===== src/hw/rtl/scc_pkg.sv =====
// Shared types, widths and register codes of the shunt coulomb counter.
package scc_pkg;

  localparam int DATA_W        = 32;
  localparam int SAMPLE_W      = 12;
  localparam int OFFSET_W      = 13;
  localparam int GAIN_W        = 31;
  localparam int CNT_W         = 10;
  localparam int ADDR_W        = 4;
  localparam int FRAC_BITS_DEF = 5;
  localparam int WINDOW_DEF    = 1000;

  localparam logic [GAIN_W-1:0] GAIN_RESET = GAIN_W'(32);

  // Register indexes (byte address divided by four)
  localparam logic [1:0] REG_SINGLE = 2'd0;
  localparam logic [1:0] REG_OFFSET = 2'd1;
  localparam logic [1:0] REG_GAIN   = 2'd2;

  typedef struct packed {
    logic [SAMPLE_W-1:0]      pos_sample;
    logic [SAMPLE_W-1:0]      neg_sample;
    logic signed [DATA_W-1:0] bus_voltage;
    logic                     hold;
  } scc_in_t;

  typedef struct packed {
    logic signed [DATA_W-1:0] measured_current;
    logic [DATA_W-1:0]        idle_count;
    logic                     window_done;
    logic signed [DATA_W-1:0] average_current;
    logic signed [DATA_W-1:0] window_power;
    logic [DATA_W-1:0]        charge_in;
    logic [DATA_W-1:0]        charge_out;
  } scc_out_t;

endpackage


===== src/hw/rtl/scc_div.sv =====
// Bit-serial restoring divider: one quotient bit per cycle.
module scc_div #(
  parameter int DVD_W = 32,
  parameter int DSR_W = 31
) (
  input  logic             clk,
  input  logic             rst_n,
  input  logic             start,
  input  logic [DVD_W-1:0] dividend,
  input  logic [DSR_W-1:0] divisor,
  output logic             done,
  output logic [DVD_W-1:0] quotient
);

  localparam int STEP_W = $clog2(DVD_W + 1);

  logic [DSR_W-1:0]  rem_r;
  logic [DVD_W-1:0]  quo_r;
  logic [DSR_W-1:0]  dsr_r;
  logic [STEP_W-1:0] step_r;
  logic              busy_r;
  logic              done_r;

  logic [DSR_W:0]    trial;
  logic              fits;
  logic [DSR_W:0]    diff;

  // Shift the next dividend bit into the remainder and try the subtract
  assign trial = {rem_r, quo_r[DVD_W-1]};
  assign fits  = trial >= {1'b0, dsr_r};
  assign diff  = trial - {1'b0, dsr_r};

  // Control: load on start, count the steps, pulse done
  always_ff @(posedge clk) begin
    if (!rst_n) begin
      busy_r <= 1'b0;
      done_r <= 1'b0;
      step_r <= '0;
    end else begin
      done_r <= 1'b0;
      if (start && !busy_r) begin
        busy_r <= 1'b1;
        step_r <= '0;
      end else if (busy_r) begin
        step_r <= step_r + 1'b1;
        if (step_r == STEP_W'(DVD_W - 1)) begin
          busy_r <= 1'b0;
          done_r <= 1'b1;
        end
      end
    end
  end

  // Datapath: remainder and dividend/quotient shift register
  always_ff @(posedge clk) begin
    if (start && !busy_r) begin
      rem_r <= '0;
      quo_r <= dividend;
      dsr_r <= divisor;
    end else if (busy_r) begin
      rem_r <= fits ? diff[DSR_W-1:0] : trial[DSR_W-1:0];
      quo_r <= {quo_r[DVD_W-2:0], fits};
    end
  end

  assign done     = done_r;
  assign quotient = quo_r;

endmodule


===== src/hw/rtl/scc_mul.sv =====
// Bit-serial shift-add multiplier for unsigned operands.
module scc_mul #(
  parameter int W = 32
) (
  input  logic           clk,
  input  logic           rst_n,
  input  logic           start,
  input  logic [W-1:0]   a,
  input  logic [W-1:0]   b,
  output logic           done,
  output logic [2*W-1:0] product
);

  localparam int STEP_W = $clog2(W + 1);

  logic [W-1:0]      a_r;
  logic [W-1:0]      hi_r;
  logic [W-1:0]      lo_r;
  logic [STEP_W-1:0] step_r;
  logic              busy_r;
  logic              done_r;
  logic [W:0]        sum;

  // Add the multiplicand when the current multiplier bit is set
  assign sum = {1'b0, hi_r} + (lo_r[0] ? {1'b0, a_r} : '0);

  // Control
  always_ff @(posedge clk) begin
    if (!rst_n) begin
      busy_r <= 1'b0;
      done_r <= 1'b0;
      step_r <= '0;
    end else begin
      done_r <= 1'b0;
      if (start && !busy_r) begin
        busy_r <= 1'b1;
        step_r <= '0;
      end else if (busy_r) begin
        step_r <= step_r + 1'b1;
        if (step_r == STEP_W'(W - 1)) begin
          busy_r <= 1'b0;
          done_r <= 1'b1;
        end
      end
    end
  end

  // Shift the partial product right one bit per step
  always_ff @(posedge clk) begin
    if (start && !busy_r) begin
      a_r  <= a;
      hi_r <= '0;
      lo_r <= b;
    end else if (busy_r) begin
      hi_r <= sum[W:1];
      lo_r <= {sum[0], lo_r[W-1:1]};
    end
  end

  assign done    = done_r;
  assign product = {hi_r, lo_r};

endmodule


===== src/hw/rtl/shunt_coulomb_counter.sv =====
// Shunt coulomb counter top level: config registers, sequencer, sums and totals.
// Sequence: an accepted sample is divided bit-serially by the gain (S_DIV), then sorted
//   and summed (S_ACC) before its result goes to the output register (S_OUT).
// A sample that closes a window adds three more serial divides by the window
//   length and one serial 32-bit multiply.
// A new sample is taken only in S_IDLE, after the last result is loaded; a held sample is dropped.
// Reset (synchronous, rst_n low) clears sums, totals and counters, restores register defaults.
module shunt_coulomb_counter #(
  parameter int FRAC_BITS      = scc_pkg::FRAC_BITS_DEF,
  parameter int WINDOW_SAMPLES = scc_pkg::WINDOW_DEF
) (
  input  logic                        clk,
  input  logic                        rst_n,
  // Sample requests
  input  logic                        in_valid,
  output logic                        in_ready,
  input  scc_pkg::scc_in_t            in_data,
  // Result requests
  output logic                        out_valid,
  input  logic                        out_ready,
  output scc_pkg::scc_out_t           out_data,
  // Configuration port
  input  logic                        psel,
  input  logic                        penable,
  input  logic                        pwrite,
  input  logic [scc_pkg::ADDR_W-1:0]  paddr,
  input  logic [scc_pkg::DATA_W-1:0]  pwdata,
  output logic [scc_pkg::DATA_W-1:0]  prdata,
  output logic                        pready
);

  localparam int DW    = scc_pkg::DATA_W;
  localparam int GW    = scc_pkg::GAIN_W;
  localparam int CW    = scc_pkg::CNT_W;
  localparam int MAG_W = scc_pkg::OFFSET_W;
  localparam int NUM_W = MAG_W + 2 * FRAC_BITS;
  localparam int DVD_W = (NUM_W > DW) ? NUM_W : DW;
  localparam logic signed [DW-1:0] THR = DW'((4 * (1 << FRAC_BITS)) / 5);

  // Sequencer states
  localparam logic [2:0] S_IDLE = 3'd0;
  localparam logic [2:0] S_DIV  = 3'd1;
  localparam logic [2:0] S_ACC  = 3'd2;
  localparam logic [2:0] S_MUL  = 3'd3;
  localparam logic [2:0] S_NEG  = 3'd4;
  localparam logic [2:0] S_PWR  = 3'd5;
  localparam logic [2:0] S_OUT  = 3'd6;

  // Divider jobs
  localparam logic [1:0] OP_CUR = 2'd0;
  localparam logic [1:0] OP_IN  = 2'd1;
  localparam logic [1:0] OP_OUT = 2'd2;
  localparam logic [1:0] OP_AVG = 2'd3;

  // Configuration registers
  logic                   single_r;
  logic [MAG_W-1:0]       offset_r;
  logic [GW-1:0]          gain_r;

  // Control
  logic [2:0]             state_r;
  logic [1:0]             op_r;
  logic                   div_go_r;
  logic                   mul_go_r;
  logic                   out_valid_r;

  // Sample and window datapath
  logic                   neg_r;
  logic [MAG_W-1:0]       mag_r;
  logic signed [DW-1:0]   volt_r;
  logic signed [DW-1:0]   cur_r;
  logic [CW-1:0]          cnt_r;
  logic [DW-1:0]          in_sum_r;
  logic [DW-1:0]          out_sum_r;
  logic [DW-1:0]          cur_sum_r;
  logic [DW-1:0]          chg_in_r;
  logic [DW-1:0]          chg_out_r;
  logic [DW-1:0]          idle_r;
  logic signed [DW-1:0]   avg_r;
  logic signed [DW-1:0]   pwr_r;
  logic [2*DW-1:0]        prod_r;
  logic                   win_r;
  scc_pkg::scc_out_t      out_data_r;

  logic                   cfg_wr;
  logic                   in_acc;
  logic signed [MAG_W:0]  raw;
  logic signed [MAG_W:0]  diff;
  logic [MAG_W:0]         diff_mag;
  logic [GW-1:0]          gain_eff;
  logic [DW-1:0]          sum_mag;
  logic [DVD_W-1:0]       div_dvd;
  logic [GW-1:0]          div_dsr;
  logic                   div_done;
  logic [DVD_W-1:0]       div_quo;
  logic                   mul_done;
  logic [2*DW-1:0]        mul_prod;
  logic                   pos_ovf;
  logic                   neg_ovf;
  logic signed [DW-1:0]   cur_nxt;
  logic signed [DW-1:0]   avg_nxt;
  logic [CW-1:0]          cnt_nxt;
  logic                   close;
  logic signed [2*DW-1:0] shifted;
  logic [DW:0]            shift_hi;
  logic signed [DW-1:0]   pwr_nxt;
  logic                   out_load;

  // Configuration port: writes complete in the access cycle, reads are immediate
  assign pready = 1'b1;
  assign cfg_wr = psel && penable && pwrite;

  always_ff @(posedge clk) begin
    if (!rst_n) begin
      single_r <= 1'b0;
      offset_r <= '0;
      gain_r   <= scc_pkg::GAIN_RESET;
    end else if (cfg_wr) begin
      unique case (paddr[3:2])
        scc_pkg::REG_SINGLE: single_r <= pwdata[0];
        scc_pkg::REG_OFFSET: offset_r <= pwdata[MAG_W-1:0];
        scc_pkg::REG_GAIN:   gain_r   <= pwdata[GW-1:0];
        default: ;
      endcase
    end
  end

  always_comb begin
    unique case (paddr[3:2])
      scc_pkg::REG_SINGLE: prdata = DW'(single_r);
      scc_pkg::REG_OFFSET: prdata = {{(DW-MAG_W){offset_r[MAG_W-1]}}, offset_r};
      scc_pkg::REG_GAIN:   prdata = DW'(gain_r);
      default:             prdata = '0;
    endcase
  end

  // Raw reading minus offset, split into sign and magnitude
  assign in_ready = (state_r == S_IDLE);
  assign in_acc   = in_valid && in_ready;
  assign raw      = single_r
                  ? $signed({2'b00, in_data.pos_sample})
                  : $signed({2'b00, in_data.pos_sample}) - $signed({2'b00, in_data.neg_sample});
  assign diff     = raw - $signed({offset_r[MAG_W-1], offset_r});
  assign diff_mag = diff[MAG_W] ? -diff : diff;

  // Divider operand select
  assign gain_eff = (gain_r == '0) ? GW'(1) : gain_r;
  assign sum_mag  = cur_sum_r[DW-1] ? -cur_sum_r : cur_sum_r;

  always_comb begin
    case (op_r)
      OP_CUR: begin
        div_dvd = DVD_W'(mag_r) << (2 * FRAC_BITS);
        div_dsr = gain_eff;
      end
      OP_IN: begin
        div_dvd = DVD_W'(in_sum_r);
        div_dsr = GW'(WINDOW_SAMPLES);
      end
      OP_OUT: begin
        div_dvd = DVD_W'(out_sum_r);
        div_dsr = GW'(WINDOW_SAMPLES);
      end
      default: begin
        div_dvd = DVD_W'(sum_mag);
        div_dsr = GW'(WINDOW_SAMPLES);
      end
    endcase
  end

  scc_div #(
    .DVD_W (DVD_W),
    .DSR_W (GW)
  ) u_div (
    .clk      (clk),
    .rst_n    (rst_n),
    .start    (div_go_r),
    .dividend (div_dvd),
    .divisor  (div_dsr),
    .done     (div_done),
    .quotient (div_quo)
  );

  scc_mul #(
    .W (DW)
  ) u_mul (
    .clk     (clk),
    .rst_n   (rst_n),
    .start   (mul_go_r),
    .a       (volt_r[DW-1] ? -volt_r : volt_r),
    .b       (avg_r[DW-1] ? -avg_r : avg_r),
    .done    (mul_done),
    .product (mul_prod)
  );

  // Saturate the signed current quotient to 32 bits
  assign pos_ovf = (div_quo >> (DW - 1)) != '0;
  assign neg_ovf = ((div_quo >> DW) != '0) || (div_quo[DW-1] && (div_quo[DW-2:0] != '0));

  always_comb begin
    if (neg_r) begin
      cur_nxt = neg_ovf ? {1'b1, {(DW-1){1'b0}}} : -$signed(div_quo[DW-1:0]);
    end else begin
      cur_nxt = pos_ovf ? {1'b0, {(DW-1){1'b1}}} : $signed(div_quo[DW-1:0]);
    end
  end

  assign avg_nxt = cur_sum_r[DW-1] ? -$signed(div_quo[DW-1:0]) : $signed(div_quo[DW-1:0]);

  // Window bookkeeping
  assign cnt_nxt = cnt_r + 1'b1;
  assign close   = cnt_nxt >= CW'(WINDOW_SAMPLES);

  // Floor shift of the power product, then saturate
  assign shifted  = $signed(prod_r) >>> FRAC_BITS;
  assign shift_hi = shifted[2*DW-1:DW-1];

  always_comb begin
    if ((shift_hi == '0) || (shift_hi == '1)) begin
      pwr_nxt = shifted[DW-1:0];
    end else begin
      pwr_nxt = shifted[2*DW-1] ? {1'b1, {(DW-1){1'b0}}} : {1'b0, {(DW-1){1'b1}}};
    end
  end

  assign out_load = (state_r == S_OUT) && (!out_valid_r || out_ready);

  // Sequencer and state updates
  always_ff @(posedge clk) begin
    if (!rst_n) begin
      state_r   <= S_IDLE;
      op_r      <= OP_CUR;
      div_go_r  <= 1'b0;
      mul_go_r  <= 1'b0;
      cnt_r     <= '0;
      in_sum_r  <= '0;
      out_sum_r <= '0;
      cur_sum_r <= '0;
      chg_in_r  <= '0;
      chg_out_r <= '0;
      idle_r    <= '0;
      avg_r     <= '0;
      pwr_r     <= '0;
      win_r     <= 1'b0;
    end else begin
      div_go_r <= 1'b0;
      mul_go_r <= 1'b0;
      unique case (state_r)
        S_IDLE: begin
          // Drop held samples, otherwise start the current divide
          if (in_acc && !in_data.hold) begin
            neg_r    <= diff[MAG_W];
            mag_r    <= diff_mag[MAG_W-1:0];
            volt_r   <= in_data.bus_voltage;
            op_r     <= OP_CUR;
            div_go_r <= 1'b1;
            state_r  <= S_DIV;
          end
        end
        S_DIV: begin
          if (div_done) begin
            case (op_r)
              OP_CUR: begin
                cur_r   <= cur_nxt;
                state_r <= S_ACC;
              end
              OP_IN: begin
                chg_in_r <= chg_in_r + div_quo[DW-1:0];
                op_r     <= OP_OUT;
                div_go_r <= 1'b1;
              end
              OP_OUT: begin
                chg_out_r <= chg_out_r + div_quo[DW-1:0];
                op_r      <= OP_AVG;
                div_go_r  <= 1'b1;
              end
              default: begin
                avg_r    <= avg_nxt;
                mul_go_r <= 1'b1;
                state_r  <= S_MUL;
              end
            endcase
          end
        end
        S_ACC: begin
          // Sort the current into charge or discharge (clearing the idle count), else advance the idle count
          if (cur_r < -THR) begin
            out_sum_r <= out_sum_r - cur_r;
            idle_r    <= '0;
          end else if (cur_r > THR) begin
            in_sum_r <= in_sum_r + cur_r;
            idle_r   <= '0;
          end else if (idle_r != '1) begin
            idle_r <= idle_r + 1'b1;
          end
          cur_sum_r <= cur_sum_r + cur_r;
          win_r     <= close;
          if (close) begin
            cnt_r    <= '0;
            op_r     <= OP_IN;
            div_go_r <= 1'b1;
            state_r  <= S_DIV;
          end else begin
            cnt_r   <= cnt_nxt;
            state_r <= S_OUT;
          end
        end
        S_MUL: begin
          if (mul_done) begin
            prod_r  <= mul_prod;
            state_r <= S_NEG;
          end
        end
        S_NEG: begin
          // Apply the product sign
          if (volt_r[DW-1] ^ avg_r[DW-1]) begin
            prod_r <= -prod_r;
          end
          state_r <= S_PWR;
        end
        S_PWR: begin
          pwr_r     <= pwr_nxt;
          in_sum_r  <= '0;
          out_sum_r <= '0;
          cur_sum_r <= '0;
          state_r   <= S_OUT;
        end
        S_OUT: begin
          if (out_load) begin
            state_r <= S_IDLE;
          end
        end
        default: state_r <= S_IDLE;
      endcase
    end
  end

  // Output register: hold the result until taken
  always_ff @(posedge clk) begin
    if (!rst_n) begin
      out_valid_r <= 1'b0;
    end else if (out_load) begin
      out_valid_r <= 1'b1;
    end else if (out_ready) begin
      out_valid_r <= 1'b0;
    end
  end

  always_ff @(posedge clk) begin
    if (out_load) begin
      out_data_r.measured_current <= cur_r;
      out_data_r.idle_count       <= idle_r;
      out_data_r.window_done      <= win_r;
      out_data_r.average_current  <= avg_r;
      out_data_r.window_power     <= pwr_r;
      out_data_r.charge_in        <= chg_in_r;
      out_data_r.charge_out       <= chg_out_r;
    end
  end

  assign out_valid = out_valid_r;
  assign out_data  = out_data_r;

  // Sample count never reaches the window length
  a_cnt_range: assert property (@(posedge clk) disable iff (!rst_n)
    cnt_r < CW'(WINDOW_SAMPLES))
    else $error("sample count reached window length");

  // Divider and multiplier finish only while the sequencer waits for them
  a_div_done: assert property (@(posedge clk) disable iff (!rst_n)
    div_done |-> state_r == S_DIV)
    else $error("divider finished outside divide state");

  a_mul_done: assert property (@(posedge clk) disable iff (!rst_n)
    mul_done |-> state_r == S_MUL)
    else $error("multiplier finished outside multiply state");

  // A sample that is not held starts a divide on the next cycle
  a_start: assert property (@(posedge clk) disable iff (!rst_n)
    (in_acc && !in_data.hold) |=> (div_go_r && state_r == S_DIV && op_r == OP_CUR))
    else $error("accepted sample did not start the current divide");

  // A closed window leaves the sum registers cleared when its result is loaded
  a_win_clear: assert property (@(posedge clk) disable iff (!rst_n)
    (out_load && win_r) |-> (cur_sum_r == '0 && in_sum_r == '0 && out_sum_r == '0))
    else $error("window closed without clearing sums");

endmodule


===== config.mk =====
export PLATFORM = sky130hd
export DESIGN_NAME = shunt_coulomb_counter
export DESIGN_NICKNAME = d
export VERILOG_FILES = /design/src/hw/rtl/scc_pkg.sv /design/src/hw/rtl/scc_div.sv /design/src/hw/rtl/scc_mul.sv /design/src/hw/rtl/shunt_coulomb_counter.sv
export SDC_FILE = /design/constraint.sdc
export NUM_CORES = 2
export LEC_CHECK = 0
export BUFFER_PORTS_ARGS = -buffer_cell sky130_fd_sc_hd__buf_2
export CORE_ASPECT_RATIO = 0.5
export CORE_MARGIN = 5
export CORE_UTILIZATION = 40
export DETAILED_ROUTE_END_ITERATION = 8
export MAX_ROUTING_LAYER = met4
export PLACE_DENSITY = 0.57
export SLEW_MARGIN = 0
export SYNTH_ARGS = -nofsm -noshare
export SYNTH_HDL_FRONTEND = slang
export SYNTH_SLANG_ARGS = --single-unit

===== constraint.sdc =====
create_clock -name clk -period 10.9 [get_ports clk]
set_input_delay 1.09 -clock clk [delete_from_list [all_inputs] [get_ports clk]]
set_output_delay 1.09 -clock clk [all_outputs]
set_load 0.02 [all_outputs]

==> run metrics <==
via count 39800; TritonCTS clock tree yes; XOR/XNOR Fraction of Synth Area 7.14%; Hold WS 0.423 ns; post-synthesis instance area 0.0483 sq mm; Area growth syn-to-layout 12.8%; main area contributors after synthesis edfxtp_1, dfxtp_1, ha_1; P per Cell Area 153 mW/mm^2; grt met3 use under 10%; Max VDD drop approximately 110 uV; post-CTS setup buffers 0; final core utilization 45.3%; Slew HR ~17%; skew final around 0.048 ns; 1st-iter DRT viols approximately 3400; # hold bufs at CTS 0; Die Area about 0.13 sq mm; Rows 90; Max Slew Vio Count 0; Yosys reg bits 861; CP required 11.31 ns; Leak 0.0215 uW; final hold vios 0; Synth Area in Compound Gates between 10% and 20%; area of the core 0.120 sq mm; Hold Crit Class flop to flop; GRT Max-Usage Layer met2; Chip Width between 500 and 600 um; I/O Pins 328; measured slew at the worst slew-check pin around 1.2 ns; Mapped Cells 5189; first-pass GRT wire length 219000 um; drt first pass iters 6; Die Ht 256 um; mux cell area share after synthesis 0.725%; RSZ-0062 raised after global routing false; ys flop type edfxtp_1; nets 5775; share of cells above drive strength 1 11.0%; Clock Path Buffers 3; met2 GRT Util 33.2%; Setup CP Type input port to flop; # setup viols final 0; Placer Congestion between 0.9 and 1; crit path DAT 5.94 ns; total wire length 142000 um; Adder-Cell Fraction of Synth Area under 10%; post-layout total power 8360 uW; setup TNS 0 ns; top cells by count, synth nand2_1, edfxtp_1, o21ai_0; CTS Sinks 861; Simple-Gate Fraction of Synth Area about 17%; EDFF count, synth between 400 and 500; Syn. warnings 0; Residual DRC 0; Crit Path Max Fanout 5; met1 usage a little under a third; top-count cell post-synth nand2_1; Post-DRT Antenna Nets 0; WL/cell 20.0 um; later-pin clock latency in the skew report 0.71 ns; status completed; Tot GR Track Use 22.0%; Post-synth ARST share 0%; detailed placement HPWL 102000 um; Port-buffer cells 323; H-tree depth 3; Net Count, Synth 5556; maxcap violations 0; CP Launch Type input port; Final min period 5.53 ns; antenna violations before repair 6; Post-Syn Area per Cell 9.31 sq um; drt via density around 5.6; Reg clk slew, reported paths 0.06 ns; Peak Freq 0.181 GHz; largest net degree at the start of global routing 137; GR Overflow Total 0; CTS buffer count 84; Final period util 50.8%; number of flip-flops in the largest register just under 200; CTS-repair resized insts 0; critical path endpoint category flop; distinct cell type count after synthesis 95; register area share after synthesis 45.2%; Root Driver clkbuf_16; Yosys top cell area share 28.7%; main combinational cell family by area after synthesis compound AO/OA/AOI/OAI gates; Yosys top cell by area edfxtp_1; number of global-route vias before repair between 30000 and 40000; initial core utilization 40.2%
-- placed cells by master (no fill, tap or decap), drive strengths merged, types with 27 or more instances in the layout --
cell type / n
o31ai: 55
nand4: 57
and2: 80
a22o: 32
a211oi: 78
or3: 69
xor2: 222
o21ai: 428
ha: 258
nand2b: 48
o21bai: 27
a21o: 152
a31oi: 41
nor3: 98
nand3: 111
a21oi: 393
dfxtp: 399
nor4: 49
inv: 204
clkinv: 27
nand2: 651
o21a: 37
nor2: 335
and3: 37
xnor2: 172
edfxtp: 462
buf: 384
nor2b: 48
or4: 30
clkbuf: 116
-- metrics by stage --
step                cell area (sq um)  setup slack, ns  std cells
floorplan                       48300             1.03       5189
global placement                51500             4.89       6932
detailed placement              51500             4.72       6932
CTS                             54500             5.45       7090
global route                    54500             4.82       7090
finish                          54500             5.37       7092
-- power breakdown --
group | total [uW] | internal (uW) | switching, uW
clock network | 3140 | 1800 | 1350
logic | 1510 | 604 | 909
registers | 3710 | 3560 | 151
total | 8360 | 5960 | 2410
-- path summary, 6_finish.rpt --
path | from | to | slack [ns] | cells past startpoint
hold reg to reg | pwr_r[4] | out_data[68] | 0.42 | 0
setup / recovery | in_data[45] | mag_r[12] | 5.37 | 24
setup reg to reg | single_r | mag_r[4] | 6.14 | 12
hold / removal | pwr_r[4] | out_data[68] | 0.42 | 0
-- cell type report --
type,count,area [sq um]
Inverter,201,759
Fill cell,11600,65800
Clock buffer,116,2440
Tap cell,1610,2010
Sequential cell,861,21900
Antenna cell,2,5.00
Multi-Input combinational cell,3876,24800
Clock inverter,42,519
Timing Repair Buffer,384,2090
-- worst max-delay path, cell delays in order --
cell and delay [ns]:
buf_2 0.08, inv_1 0.04, ha_1 0.20, fa_1 0.41, nor2b_1 0.11, o21ai_0 0.10, a21boi_0 0.26, o21ai_0 0.16
a21boi_0 0.26, o21ai_0 0.14, a21boi_0 0.24, o21ai_0 0.16, nor3b_1 0.17, o31ai_1 0.23, ha_1 0.32, inv_1 0.15
nor4_1 0.07, a21oi_1 0.13, o211ai_1 0.10, a311oi_1 0.54, or4b_1 0.51, o21ai_0 0.18, o311ai_1 0.15, xnor2_1 0.15
-- metal layers --
metal	vias to the layer above	share of wire, %
met5	-	0
met2	1143	45
met3	176	6.3
met4	0	2.4
li1	19400	-
met1	19200	47
-- logic make-up (layout without fill, tap and decap cells) --
logic type                 count (synthesis)  count (layout)
and+or+nand+nor                         1683            1683
AOI/OAI and AO/OA                       1498            1498
DFF                                      861             861
buffers and inverters                    452             743
xor gates and xnor gates                 394             394
adders and majority gates                267             267
muxes                                     33              33
other                                      1               3
Power figures use the tool's default switching activity.
